==> config.mk <==
export PLATFORM = sky130hd
export DESIGN_NAME = ascii_integer_field_scanner
export DESIGN_NICKNAME = d
export VERILOG_FILES = /design/src/aifs_pkg.sv /design/src/ascii_integer_field_scanner.sv
export SDC_FILE = /design/constraint.sdc
export NUM_CORES = 1
export LEC_CHECK = 0
export BUFFER_PORTS_ARGS = -buffer_cell sky130_fd_sc_hd__buf_2
export CORE_MARGIN = 2
export CORE_UTILIZATION = 55
export DETAILED_ROUTE_END_ITERATION = 6
export PLACE_DENSITY = 0.81
export SYNTH_ARGS = -nofsm -noshare
export SYNTH_HDL_FRONTEND = slang
export SYNTH_SLANG_ARGS = --single-unit
==> constraint.sdc <==
create_clock -name i_clk -period 10 [get_ports i_clk]
set_input_delay 2 -clock i_clk [delete_from_list [all_inputs] [get_ports i_clk]]
set_output_delay 2 -clock i_clk [all_outputs]
set_load 0.01 [all_outputs]
==> src/aifs_pkg.sv <==
// Shared types, codes and character helpers for the ASCII integer field scanner.
package aifs_pkg;

    // Width of the consumed-character counter (saturates at all ones).
    localparam int CNT_BITS = 16;

    // Field modes as carried on the mode input.
    typedef logic [2:0] t_mode;
    localparam t_mode MODE_DEC  = 3'd0;
    localparam t_mode MODE_AUTO = 3'd1;
    localparam t_mode MODE_OCT  = 3'd2;
    localparam t_mode MODE_UDEC = 3'd3;
    localparam t_mode MODE_HEX  = 3'd4;

    // Result size selection.
    typedef logic [1:0] t_size;
    localparam t_size SIZE_WORD  = 2'd0;
    localparam t_size SIZE_SHORT = 2'd1;
    localparam t_size SIZE_LONG  = 2'd2;

    // Number base of the digits being accumulated.
    typedef logic [1:0] t_base;
    localparam t_base BASE_DEC = 2'd0;
    localparam t_base BASE_OCT = 2'd1;
    localparam t_base BASE_HEX = 2'd2;

    // Characters of interest.
    localparam logic [7:0] CH_ZERO    = 8'h30;
    localparam logic [7:0] CH_NINE    = 8'h39;
    localparam logic [7:0] CH_LOW_A   = 8'h61;
    localparam logic [7:0] CH_LOW_F   = 8'h66;
    localparam logic [7:0] CH_UP_A    = 8'h41;
    localparam logic [7:0] CH_UP_F    = 8'h46;
    localparam logic [7:0] CH_LOW_X   = 8'h78;
    localparam logic [7:0] CH_UP_X    = 8'h58;
    localparam logic [7:0] CH_MINUS   = 8'h2d;
    localparam logic [7:0] CH_PLUS    = 8'h2b;

    // Marker returned for a character that is no hex digit.
    localparam logic [4:0] DIGIT_NONE = 5'd16;

    // Digit value of a hex digit character, DIGIT_NONE otherwise.
    function automatic logic [4:0] hex_val(input logic [7:0] c);
        logic [7:0] t;
        begin
            t = 8'd0;
            if (c >= CH_ZERO && c <= CH_NINE) begin
                t = c - CH_ZERO;
                hex_val = t[4:0];
            end else if (c >= CH_LOW_A && c <= CH_LOW_F) begin
                t = c - CH_LOW_A + 8'd10;
                hex_val = t[4:0];
            end else if (c >= CH_UP_A && c <= CH_UP_F) begin
                t = c - CH_UP_A + 8'd10;
                hex_val = t[4:0];
            end else begin
                hex_val = DIGIT_NONE;
            end
        end
    endfunction

    // Radix limit for a base: a digit is valid when below this value.
    function automatic logic [4:0] base_radix(input t_base b);
        begin
            unique case (b)
                BASE_OCT: base_radix = 5'd8;
                BASE_HEX: base_radix = 5'd16;
                default:  base_radix = 5'd10;
            endcase
        end
    endfunction

endpackage

==> src/ascii_integer_field_scanner.sv <==
// Top level of the ASCII integer field scanner: per-character field state and result register.
// Throughput: one character beat per cycle while the result side keeps up.
// The result of a field appears in the cycle after the beat that ends it
// (the first character not taken, or the character that reaches the width limit).
// The accumulator update is one constant multiply-add by shifts, so each beat
// is processed combinationally between the field state and the result register.
// Synchronous active-low reset returns to idle with no field open and no result pending.
module ascii_integer_field_scanner #(
    parameter int VALUE_BITS = 64,
    parameter int WIDTH_BITS = 8
) (
    input  logic                          i_clk,
    input  logic                          i_rst_n,
    // Character channel
    input  logic                          i_in_valid,
    output logic                          o_in_ready,
    input  logic [7:0]                    i_ch,
    input  logic                          i_start_req,
    input  aifs_pkg::t_mode               i_mode,
    input  aifs_pkg::t_size               i_size_sel,
    input  logic [WIDTH_BITS-1:0]         i_max_width,
    // Result channel
    output logic                          o_out_valid,
    input  logic                          i_out_ready,
    output logic [VALUE_BITS-1:0]         o_value,
    output logic [aifs_pkg::CNT_BITS-1:0] o_consumed,
    output logic                          o_good
);
    import aifs_pkg::*;

    typedef enum logic [2:0] {
        PH_IDLE,
        PH_LEAD,
        PH_AUTO_ZERO,
        PH_HEX_ZERO,
        PH_DIGITS
    } t_phase;

    // Field state
    t_phase                r_phase,  n_phase;
    logic [VALUE_BITS-1:0] r_acc,    n_acc;
    logic [CNT_BITS-1:0]   r_cnt,    n_cnt;
    logic                  r_neg,    n_neg;
    logic                  r_ok,     n_ok;
    t_base                 r_base,   n_base;
    t_mode                 r_mode,   n_mode;
    logic [WIDTH_BITS-1:0] r_width,  n_width;
    t_size                 r_size,   n_size;

    // Result register
    logic                  r_out_valid;
    logic [VALUE_BITS-1:0] r_value,  n_value;
    logic [CNT_BITS-1:0]   r_consumed;
    logic                  r_good;

    logic                  accept;
    logic                  emit;
    logic                  take;
    logic                  add;
    t_base                 add_base;
    logic [4:0]            dig;
    logic [VALUE_BITS-1:0] acc_scaled;
    logic [VALUE_BITS-1:0] dig_ext;
    logic [VALUE_BITS-1:0] size_mask;

    // A new beat is taken unless a finished result is stalled.
    assign o_in_ready = !r_out_valid || i_out_ready;
    assign accept     = i_in_valid && o_in_ready;
    assign dig        = hex_val(i_ch);

    // Per-character decode and state update.
    always_comb begin
        // A start beat opens a fresh field with the sampled settings.
        n_phase = r_phase;
        n_acc   = r_acc;
        n_cnt   = r_cnt;
        n_neg   = r_neg;
        n_ok    = r_ok;
        n_base  = r_base;
        n_mode  = r_mode;
        n_width = r_width;
        n_size  = r_size;
        if (i_start_req) begin
            n_mode  = (i_mode > MODE_HEX) ? MODE_DEC : i_mode;
            n_size  = i_size_sel;
            n_width = i_max_width;
            n_acc   = '0;
            n_cnt   = '0;
            n_neg   = 1'b0;
            n_ok    = 1'b0;
            n_base  = BASE_DEC;
            n_phase = PH_LEAD;
        end

        take     = 1'b0;
        add      = 1'b0;
        add_base = BASE_DEC;

        // Decide whether the character belongs to the field.
        unique case (n_phase)
            PH_IDLE: begin
                take = 1'b0;
            end
            PH_LEAD: begin
                priority if ((i_ch == CH_MINUS || i_ch == CH_PLUS) && n_cnt == '0) begin
                    n_neg = (i_ch == CH_MINUS);
                    take  = 1'b1;
                end else if (n_mode == MODE_AUTO) begin
                    priority if (i_ch == CH_ZERO) begin
                        n_ok    = 1'b1;
                        n_phase = PH_AUTO_ZERO;
                        take    = 1'b1;
                    end else if (dig < 5'd10) begin
                        add = 1'b1; add_base = BASE_DEC;
                    end else begin
                        take = 1'b0;
                    end
                end else if (n_mode == MODE_HEX) begin
                    priority if (i_ch == CH_ZERO) begin
                        n_ok    = 1'b1;
                        n_phase = PH_HEX_ZERO;
                        take    = 1'b1;
                    end else if (dig < 5'd16) begin
                        add = 1'b1; add_base = BASE_HEX;
                    end else begin
                        take = 1'b0;
                    end
                end else if (n_mode == MODE_OCT) begin
                    if (dig < 5'd8) begin
                        add = 1'b1; add_base = BASE_OCT;
                    end
                end else begin
                    if (dig < 5'd10) begin
                        add = 1'b1; add_base = BASE_DEC;
                    end
                end
            end
            PH_AUTO_ZERO: begin
                priority if (i_ch == CH_LOW_X || i_ch == CH_UP_X) begin
                    n_base  = BASE_HEX;
                    n_phase = PH_DIGITS;
                    n_ok    = 1'b1;
                    take    = 1'b1;
                end else if (dig < 5'd8) begin
                    add = 1'b1; add_base = BASE_OCT;
                end else begin
                    take = 1'b0;
                end
            end
            PH_HEX_ZERO: begin
                priority if (i_ch == CH_LOW_X || i_ch == CH_UP_X) begin
                    n_base  = BASE_HEX;
                    n_phase = PH_DIGITS;
                    n_ok    = 1'b1;
                    take    = 1'b1;
                end else if (dig < 5'd16) begin
                    add = 1'b1; add_base = BASE_HEX;
                end else begin
                    take = 1'b0;
                end
            end
            PH_DIGITS: begin
                if (dig < base_radix(n_base)) begin
                    add = 1'b1; add_base = n_base;
                end
            end
            default: begin
                take = 1'b0;
            end
        endcase

        // Scale by the radix with shifts; the accumulator already carries the sign.
        unique case (add_base)
            BASE_OCT: acc_scaled = n_acc << 3;
            BASE_HEX: acc_scaled = n_acc << 4;
            default:  acc_scaled = (n_acc << 3) + (n_acc << 1);
        endcase
        dig_ext = VALUE_BITS'(dig);

        if (add) begin
            n_acc   = n_neg ? (acc_scaled - dig_ext) : (acc_scaled + dig_ext);
            n_base  = add_base;
            n_ok    = 1'b1;
            n_phase = PH_DIGITS;
            take    = 1'b1;
        end

        // Count the character and close the field at a reject or the width limit.
        emit = 1'b0;
        if (n_phase != PH_IDLE) begin
            if (!take) begin
                emit = 1'b1;
            end else begin
                if (n_cnt != {CNT_BITS{1'b1}}) begin
                    n_cnt = n_cnt + CNT_BITS'(1);
                end
                if (n_width != '0 && n_cnt >= CNT_BITS'(n_width)) begin
                    emit = 1'b1;
                end
            end
        end
        if (emit) begin
            n_phase = PH_IDLE;
        end

        // Cut the result to the selected size.
        for (int i = 0; i < VALUE_BITS; i++) begin
            unique case (n_size)
                SIZE_WORD:  size_mask[i] = (i < 32);
                SIZE_SHORT: size_mask[i] = (i < 16);
                default:    size_mask[i] = 1'b1;
            endcase
        end
        n_value = n_acc & size_mask;
    end

    // Field state and result register.
    always_ff @(posedge i_clk) begin
        if (!i_rst_n) begin
            r_phase     <= PH_IDLE;
            r_acc       <= '0;
            r_cnt       <= '0;
            r_neg       <= 1'b0;
            r_ok        <= 1'b0;
            r_base      <= BASE_DEC;
            r_mode      <= MODE_DEC;
            r_width     <= '0;
            r_size      <= SIZE_WORD;
            r_out_valid <= 1'b0;
            r_value     <= '0;
            r_consumed  <= '0;
            r_good      <= 1'b0;
        end else begin
            if (accept) begin
                r_phase <= n_phase;
                r_acc   <= n_acc;
                r_cnt   <= n_cnt;
                r_neg   <= n_neg;
                r_ok    <= n_ok;
                r_base  <= n_base;
                r_mode  <= n_mode;
                r_width <= n_width;
                r_size  <= n_size;
            end
            if (accept && emit) begin
                r_out_valid <= 1'b1;
                r_value     <= n_value;
                r_consumed  <= n_cnt;
                r_good      <= n_ok;
            end else if (i_out_ready) begin
                r_out_valid <= 1'b0;
            end
        end
    end

    assign o_out_valid = r_out_valid;
    assign o_value     = r_value;
    assign o_consumed  = r_consumed;
    assign o_good      = r_good;

    // A stalled result blocks new character beats.
    a_stall_blocks: assert property (@(posedge i_clk) disable iff (!i_rst_n)
        (o_out_valid && !i_out_ready) |-> !o_in_ready)
        else $error("character beat accepted while a result is stalled");

    // A field that read nothing reports a zero value.
    a_empty_zero: assert property (@(posedge i_clk) disable iff (!i_rst_n)
        (o_out_valid && !o_good) |-> (o_value == '0))
        else $error("nonzero value on a field without digits");

    // Without a digit or prefix, at most the sign was consumed.
    a_empty_count: assert property (@(posedge i_clk) disable iff (!i_rst_n)
        (o_out_valid && !o_good) |-> (o_consumed <= CNT_BITS'(1)))
        else $error("more than a sign consumed on a field without digits");

    // Idle stays idle while no beat arrives.
    a_idle_holds: assert property (@(posedge i_clk) disable iff (!i_rst_n)
        (r_phase == PH_IDLE && !accept) |=> (r_phase == PH_IDLE))
        else $error("field opened without a character beat");

    // A result is only raised by an accepted beat.
    a_result_cause: assert property (@(posedge i_clk) disable iff (!i_rst_n)
        $rose(r_out_valid) |-> $past(accept))
        else $error("result raised without an accepted beat");

endmodule

==> results of run 1 <==
[final cells by class]
class,count,area [um^2]
Inverter,53,201
Timing Repair Buffer,131,716
Clock inverter,12,123
Tap cell,396,495
Clock buffer,20,447
Sequential cell,182,3640
Multi-Input combinational cell,1920,12500
Fill cell,2792,12400
[power breakdown]
part | leakage (nW) | internal [mW] | switching [mW]
Combinational | 5.72 | 0.163 | 0.314
Clock | 0.273 | 0.354 | 0.323
Sequential | 1.48 | 0.754 | 0.0139
[layout by cell type (no fill, tap or decap), drive strengths merged, types with 21 or more instances in the layout]
| cell | n |
|---|---|
| nand2 | 210 |
| mux2i | 35 |
| xnor2 | 83 |
| nor2b | 88 |
| or3 | 28 |
| dfxtp | 182 |
| nor2 | 201 |
| a221oi | 61 |
| buf | 131 |
| nand3 | 64 |
| o21bai | 30 |
| nand2b | 26 |
| nand4 | 32 |
| a31oi | 21 |
| nor3 | 39 |
| a211oi | 57 |
| ha | 140 |
| a21oi | 284 |
| inv | 56 |
| a22oi | 28 |
| a21o | 59 |
| o21ai | 166 |
| xor2 | 54 |
[how the worst max path moves through the flow]
stage                           start           to  slack, ns
after floorplan           i_start_req  o_value[62]       0.15
after global placement        i_ch[1]  o_value[56]       0.94
after detailed placement      i_ch[1]  o_value[62]       0.58
after CTS                     i_ch[1]  o_value[62]       1.07
after global routing          i_ch[1]  o_value[56]       0.37
final                         i_ch[1]  o_value[62]       0.92
[cell usage after synthesis (all sizes together) (28+ instances only)]
cell type    n
inv         52
a221oi      61
dfxtp      182
a21oi      284
xnor2       83
xor2        54
or3         28
nand3       64
nor2b       88
o21bai      30
clkbuf     122
nor3        39
mux2i       35
nand4       32
o21ai      166
a22oi       28
a21o        59
a211oi      57
ha         140
nor2       201
nand2      210
[per-layer routing]
metal	vias to the layer above	GRT usage (%)
li1	8502	-
met1	8328	42.5
met2	773	50.5
met3	128	4.33
met4	0	12.9
met5	-	0
[critical path: cells and delay by family]
family	cells	cell delay [ns]
adders and majority gates	3	1.01
buffers and inverters	4	0.78
AOI/OAI and AO/OA	13	3.17
and+or+nand+nor	8	2.41
[logic make-up after synthesis]
kind of cell | after synthesis
and+or+nand+nor | 775
AOI/OAI and AO/OA | 829
DFF | 182
muxes | 37
adders and majority gates | 142
xor gates and xnor gates | 137
buffers and inverters | 199
[flip-flops by register name, summed over array words and instances (netlist names)]
signal / cells
r_cnt: 16
r_size: 2
r_phase: 3
o_good: 1
r_neg: 1
o_value: 64
o_out_valid: 1
r_base: 2
r_width: 8
r_ok: 1
o_consumed: 16
r_mode: 3
r_acc: 64
==> results.cfg, run 1 <==
[status]
outcome = finished, final reports clean

[floorplan]
die-width_um = 179
die_y_um = 179
rows = 64
io_pins = 109
core_region_area_um2 = 30400
start_util_pct = 55.5
dieArea_um2 = 32100

[global_route]
overflow = 0
grt_antenna_before_repair = 0
grt_max_degree = 97
track_usage_pct = 31.5
grt_pass1_vias = 15900
grt_pass1_wl_mm = 81.2

[drt]
drc = 0
dr_total_vias = 17700
wl_per_cell_um = 19.2
wl_met2_mm = 23.2
wirelength_met1_mm = 23.1
via_per_inst = 6.53
topRoutingLayerUsed = met4
met3_length_mm = 3.94
ant_nets = 0
routed_wl_mm = 52.2
drt_iter0_drc = 1726
firstDrtPassIters = 5

[sta]
worst_pin_slew_ns = 1.25
max_freq_mhz = 110
setup_viol = 0
fin_ws_ns = 0.916
fin_crit_sh_pct = 90.8
clock_skew_ns = 0.0113
min_period_ns = 9.08
slew_headroom_pct = 16.6
rsz0062_at_grt = no
tns_ns = 0
hold_viol_final = 0
hold_ws_ns = 0.450
slew_viol_final = 0

[placement]
dp_hpwl_mm = 37.7
dp.cells = 2682
io_buffers = 108
placed_cell_area_um2 = 17500
dp_slack_ns = 0.578
routabilityCongestion = 0.984

[layout]
syn2layout_area_growth_pct = 7.10
fin_util_pct = 59.4
drive_gt1_share_pct = 7.89
design_area_um2 = 18100
diodes = 0
final_nets = 2473
final_cells = 2714

[worst_hold_path]
hold_start = r_acc[41]
hold_end = r_acc[41]
hold_class = reg -> reg
holdPathStages = 2

[worst_setup_path]
crit_path_top_delay_cell = or4_1
cp.required_ns = 10.32
end_kind = flip-flop
critPathMaxFanout = 48
regToRegEndpoint = o_value[62]
rrSetupSlack_ns = 2.80
reg2reg_depth = 24
crit_path_start_kind = primary input
max_stage_delay_ns = 0.64
critPathKind = in -> reg
rr_startpoint = r_cnt[5]
crit_top_cell = nor3_1
cp.arrival_ns = 9.41

[clock_network]
cts-root-buf = clkbuf_16
insertion_delay_ns = 0.47
h-tree-depth = 4
cts_tree = built
cts_buffer_depth = 2
cts_resized = 0
path_clk_slew_ns = 0.07
postCtsSetupBuffers = 0
numCtsBuffers = 17
clkSinkCount = 182
hold_buffers = 0

[power]
p_per_area_nw_per_um2 = 106
p_leak_nw = 7.48
ir_drop_v = 0.000137
finalPower_mw = 1.92

[flow_run]
cap_violations = 0

[synthesis]
synth_area_leaders = dfxtp_1 (22%), ha_1 (10%), a21oi_1 (8.4%), o21ai_0 (4.9%), nand2_1 (4.6%)
synth-seq-cells = 182
synth_top_area_share_pct = 21.6
syn_avg_cell_area_um2 = 7.34
syn_area_um2 = 16900
synthAdderAreaFrac_pct = 10.6
synth-simple-area-share_pct = 22.4
synth_xor_area_share_pct = 7.11
synthesis.nets = 2469
synth_edf_count = 0
synth_top_area_cell = dfxtp_1
ys_types = 80
synth_compound_area_share_pct = 31.2
ys.flop_type = dfxtp_1
synth_top_family_by_area = compound AO/OA/AOI/OAI gates
synth-warning-count = 0
synth.area.mux_share_pct = 2.21
netlist_instances = 2301
ys_seq_area_share_pct = 21.6
synthArstFlopShare_pct = 0
No activity file was read; power rests on OpenSTA's default activity.
==> run 2: changes to the inputs <==
Settings changed: CORE_UTILIZATION 55 to 57, PLACE_DENSITY 0.81 to 0.84, RECOVER_POWER set to 100.
==> results.cfg, run 2 (synthesis gave the netlist of run 1 again) <==
[worst_hold_path]
hold_class = reg -> reg

[placement]
io_buffers = 108
dp_hpwl_mm = 38.1
routabilityCongestion = 0.954

[worst_setup_path]
regToRegEndpoint = o_value[46]
cp.arrival_ns = 9.67
cp.required_ns = 10.35
rr_startpoint = r_cnt[7]
critPathMaxFanout = 85
reg2reg_depth = 17
end_kind = flip-flop
critPathKind = in -> reg
crit_path_start_kind = primary input
rrSetupSlack_ns = 2.32
crit_path_start = i_start_req
worstSetupEndpoint = o_value[46]

[floorplan]
dieArea_um2 = 31000
die-width_um = 176
io_pins = 109
start_util_pct = 57.4
rows = 63
die_y_um = 176
core_region_area_um2 = 29400

[drt]
ant_nets = 0
drt_iter0_drc = 1969
via_per_inst = 6.51
wl_per_cell_um = 19.6
firstDrtPassIters = 6
dr_total_vias = 17600
drc = 0
routed_wl_mm = 53.0

[layout]
diodes = 0
final_nets = 2471
seqCellArea_um2 = 3640
final_common_cell = a21oi_1
syn2layout_area_growth_pct = 6.20
drive_gt1_share_pct = 3.84
fillers = 2730
final_cell_mix = a21oi_1 (284), nand2_1 (209), nor2_1 (201)
fin_util_pct = 61.0
multi_input_area_um2 = 12400

[global_route]
grt_max_degree = 98
overflow = 0
track_usage_pct = 33.2
grt_antenna_before_repair = 0
grt_pass1_vias = 16300
grt_pass1_wl_mm = 84.1

[status]
violations = max-capacitance violations, max-slew violations
outcome = complete, but fails checks

[clock_network]
postCtsSetupBuffers = 0
clkSinkCount = 182
cts_resized = 0
hold_buffers = 0
h-tree-depth = 4
path_clk_slew_ns = 0.08
cts-root-buf = clkbuf_16
insertion_delay_ns = 0.46
numCtsBuffers = 17
cts_tree = built
cts_buffer_depth = 2

[sta]
tns_ns = 0
setup_viol = 0
rsz0062_at_grt = no
slew_headroom_pct = -200
clock_skew_ns = 0.0155
fin_crit_sh_pct = 93.2
hold_viol_final = 0
slew_viol_final = 336
max_freq_mhz = 107
min_period_ns = 9.32
worst_pin_slew_ns = 4.50

[power]
p_per_area_nw_per_um2 = 109
internal_power_mw = 1.27
p_sw_mw = 0.675
seqPwrFrac_pct = 39.4
ir_drop_v = 0.000121
p_comb_share_pct = 24.4
switching_share_pct = 34.6
clkPwrFrac_pct = 36.2
p_leak_nw = 7.10

[flow_run]
cap_violations = 5
## run 2: changes by cell type in the layout (fill, tap and decap cells not counted), moves of 2 or more
cell / change
clkinv_8: +4
buf_2: -84
and2_0: +2
clkinvlp_4: -2
buf_4: -9
clkbuf_1: +89
and2_1: -2
inv_6: +2
## run 2: layer usage
layer	vias to the layer above	routed length [um]	global-route usage, %
met2	720	23000	52.3
li1	8493	-	-
met3	139	3910	3.77
met1	8274	23900	45.8
met5	-	0	0
met4	0	2190	14.6
## run 2: worst min-delay path by stage
stage	to	startpoint	slack [ns]	cells past startpoint
2_1_floorplan	r_acc[32]	r_acc[32]	0.43	2
3_3_place_gp	o_value[29]	o_value[29]	0.44	2
3_5_place_dp	o_value[27]	o_value[27]	0.44	2
4_1_cts	o_value[43]	o_value[43]	0.46	2
5_1_grt	o_value[29]	o_value[29]	0.47	2
6_report	r_acc[41]	r_acc[41]	0.45	2
## run 2: critical path: stages
cell and delay [ns]:
buf_4 0.26, buf_4 0.39, or4b_1 0.66, nor3_1 0.41, nand2b_1 0.24, o21ai_0 0.36
ha_1 0.31, a21o_1 0.15, a21o_1 0.16, a21o_1 0.16, a21o_1 0.16, a21o_1 0.17
a21o_1 0.17, a2111oi_0 0.65, o21a_1 0.28, or3_1 2.31, nor2_1 0.35, a32o_1 0.37
## run 2: power groups by stage
stage                     Sequential (mW)  Clock (mW)  Combinational (mW)
after floorplan                     0.786           0               0.340
final                               0.768       0.706               0.474
after global routing                0.771       0.738               0.518
after CTS                           0.767       0.711               0.468
after global placement              0.783           0               0.460
after detailed placement            0.784           0               0.465
## run 2: layout make-up
type                            count  area share [%]
Tap cell                          390            2.72
Sequential cell                   182            20.3
Clock buffer                       17            2.37
Timing Repair Buffer              129            3.18
Multi-Input combinational cell   1920            69.2
Inverter                           53            1.12
Clock inverter                     15            1.05
## run 2: through the flow
stage | setup WS (ns) | hold slack, ns | power (mW) | cell area, um^2 | cells
final | 0.681 | 0.454 | 1.95 | 17900 | 2706
after detailed placement | 0.615 | 0.440 | 1.25 | 17500 | 2674
after global routing | 0.121 | 0.470 | 2.03 | 17900 | 2706
after CTS | 1.08 | 0.456 | 1.95 | 18100 | 2706
after floorplan | 0.150 | 0.432 | 1.13 | 16900 | 2301
after global placement | 0.839 | 0.436 | 1.24 | 17500 | 2674
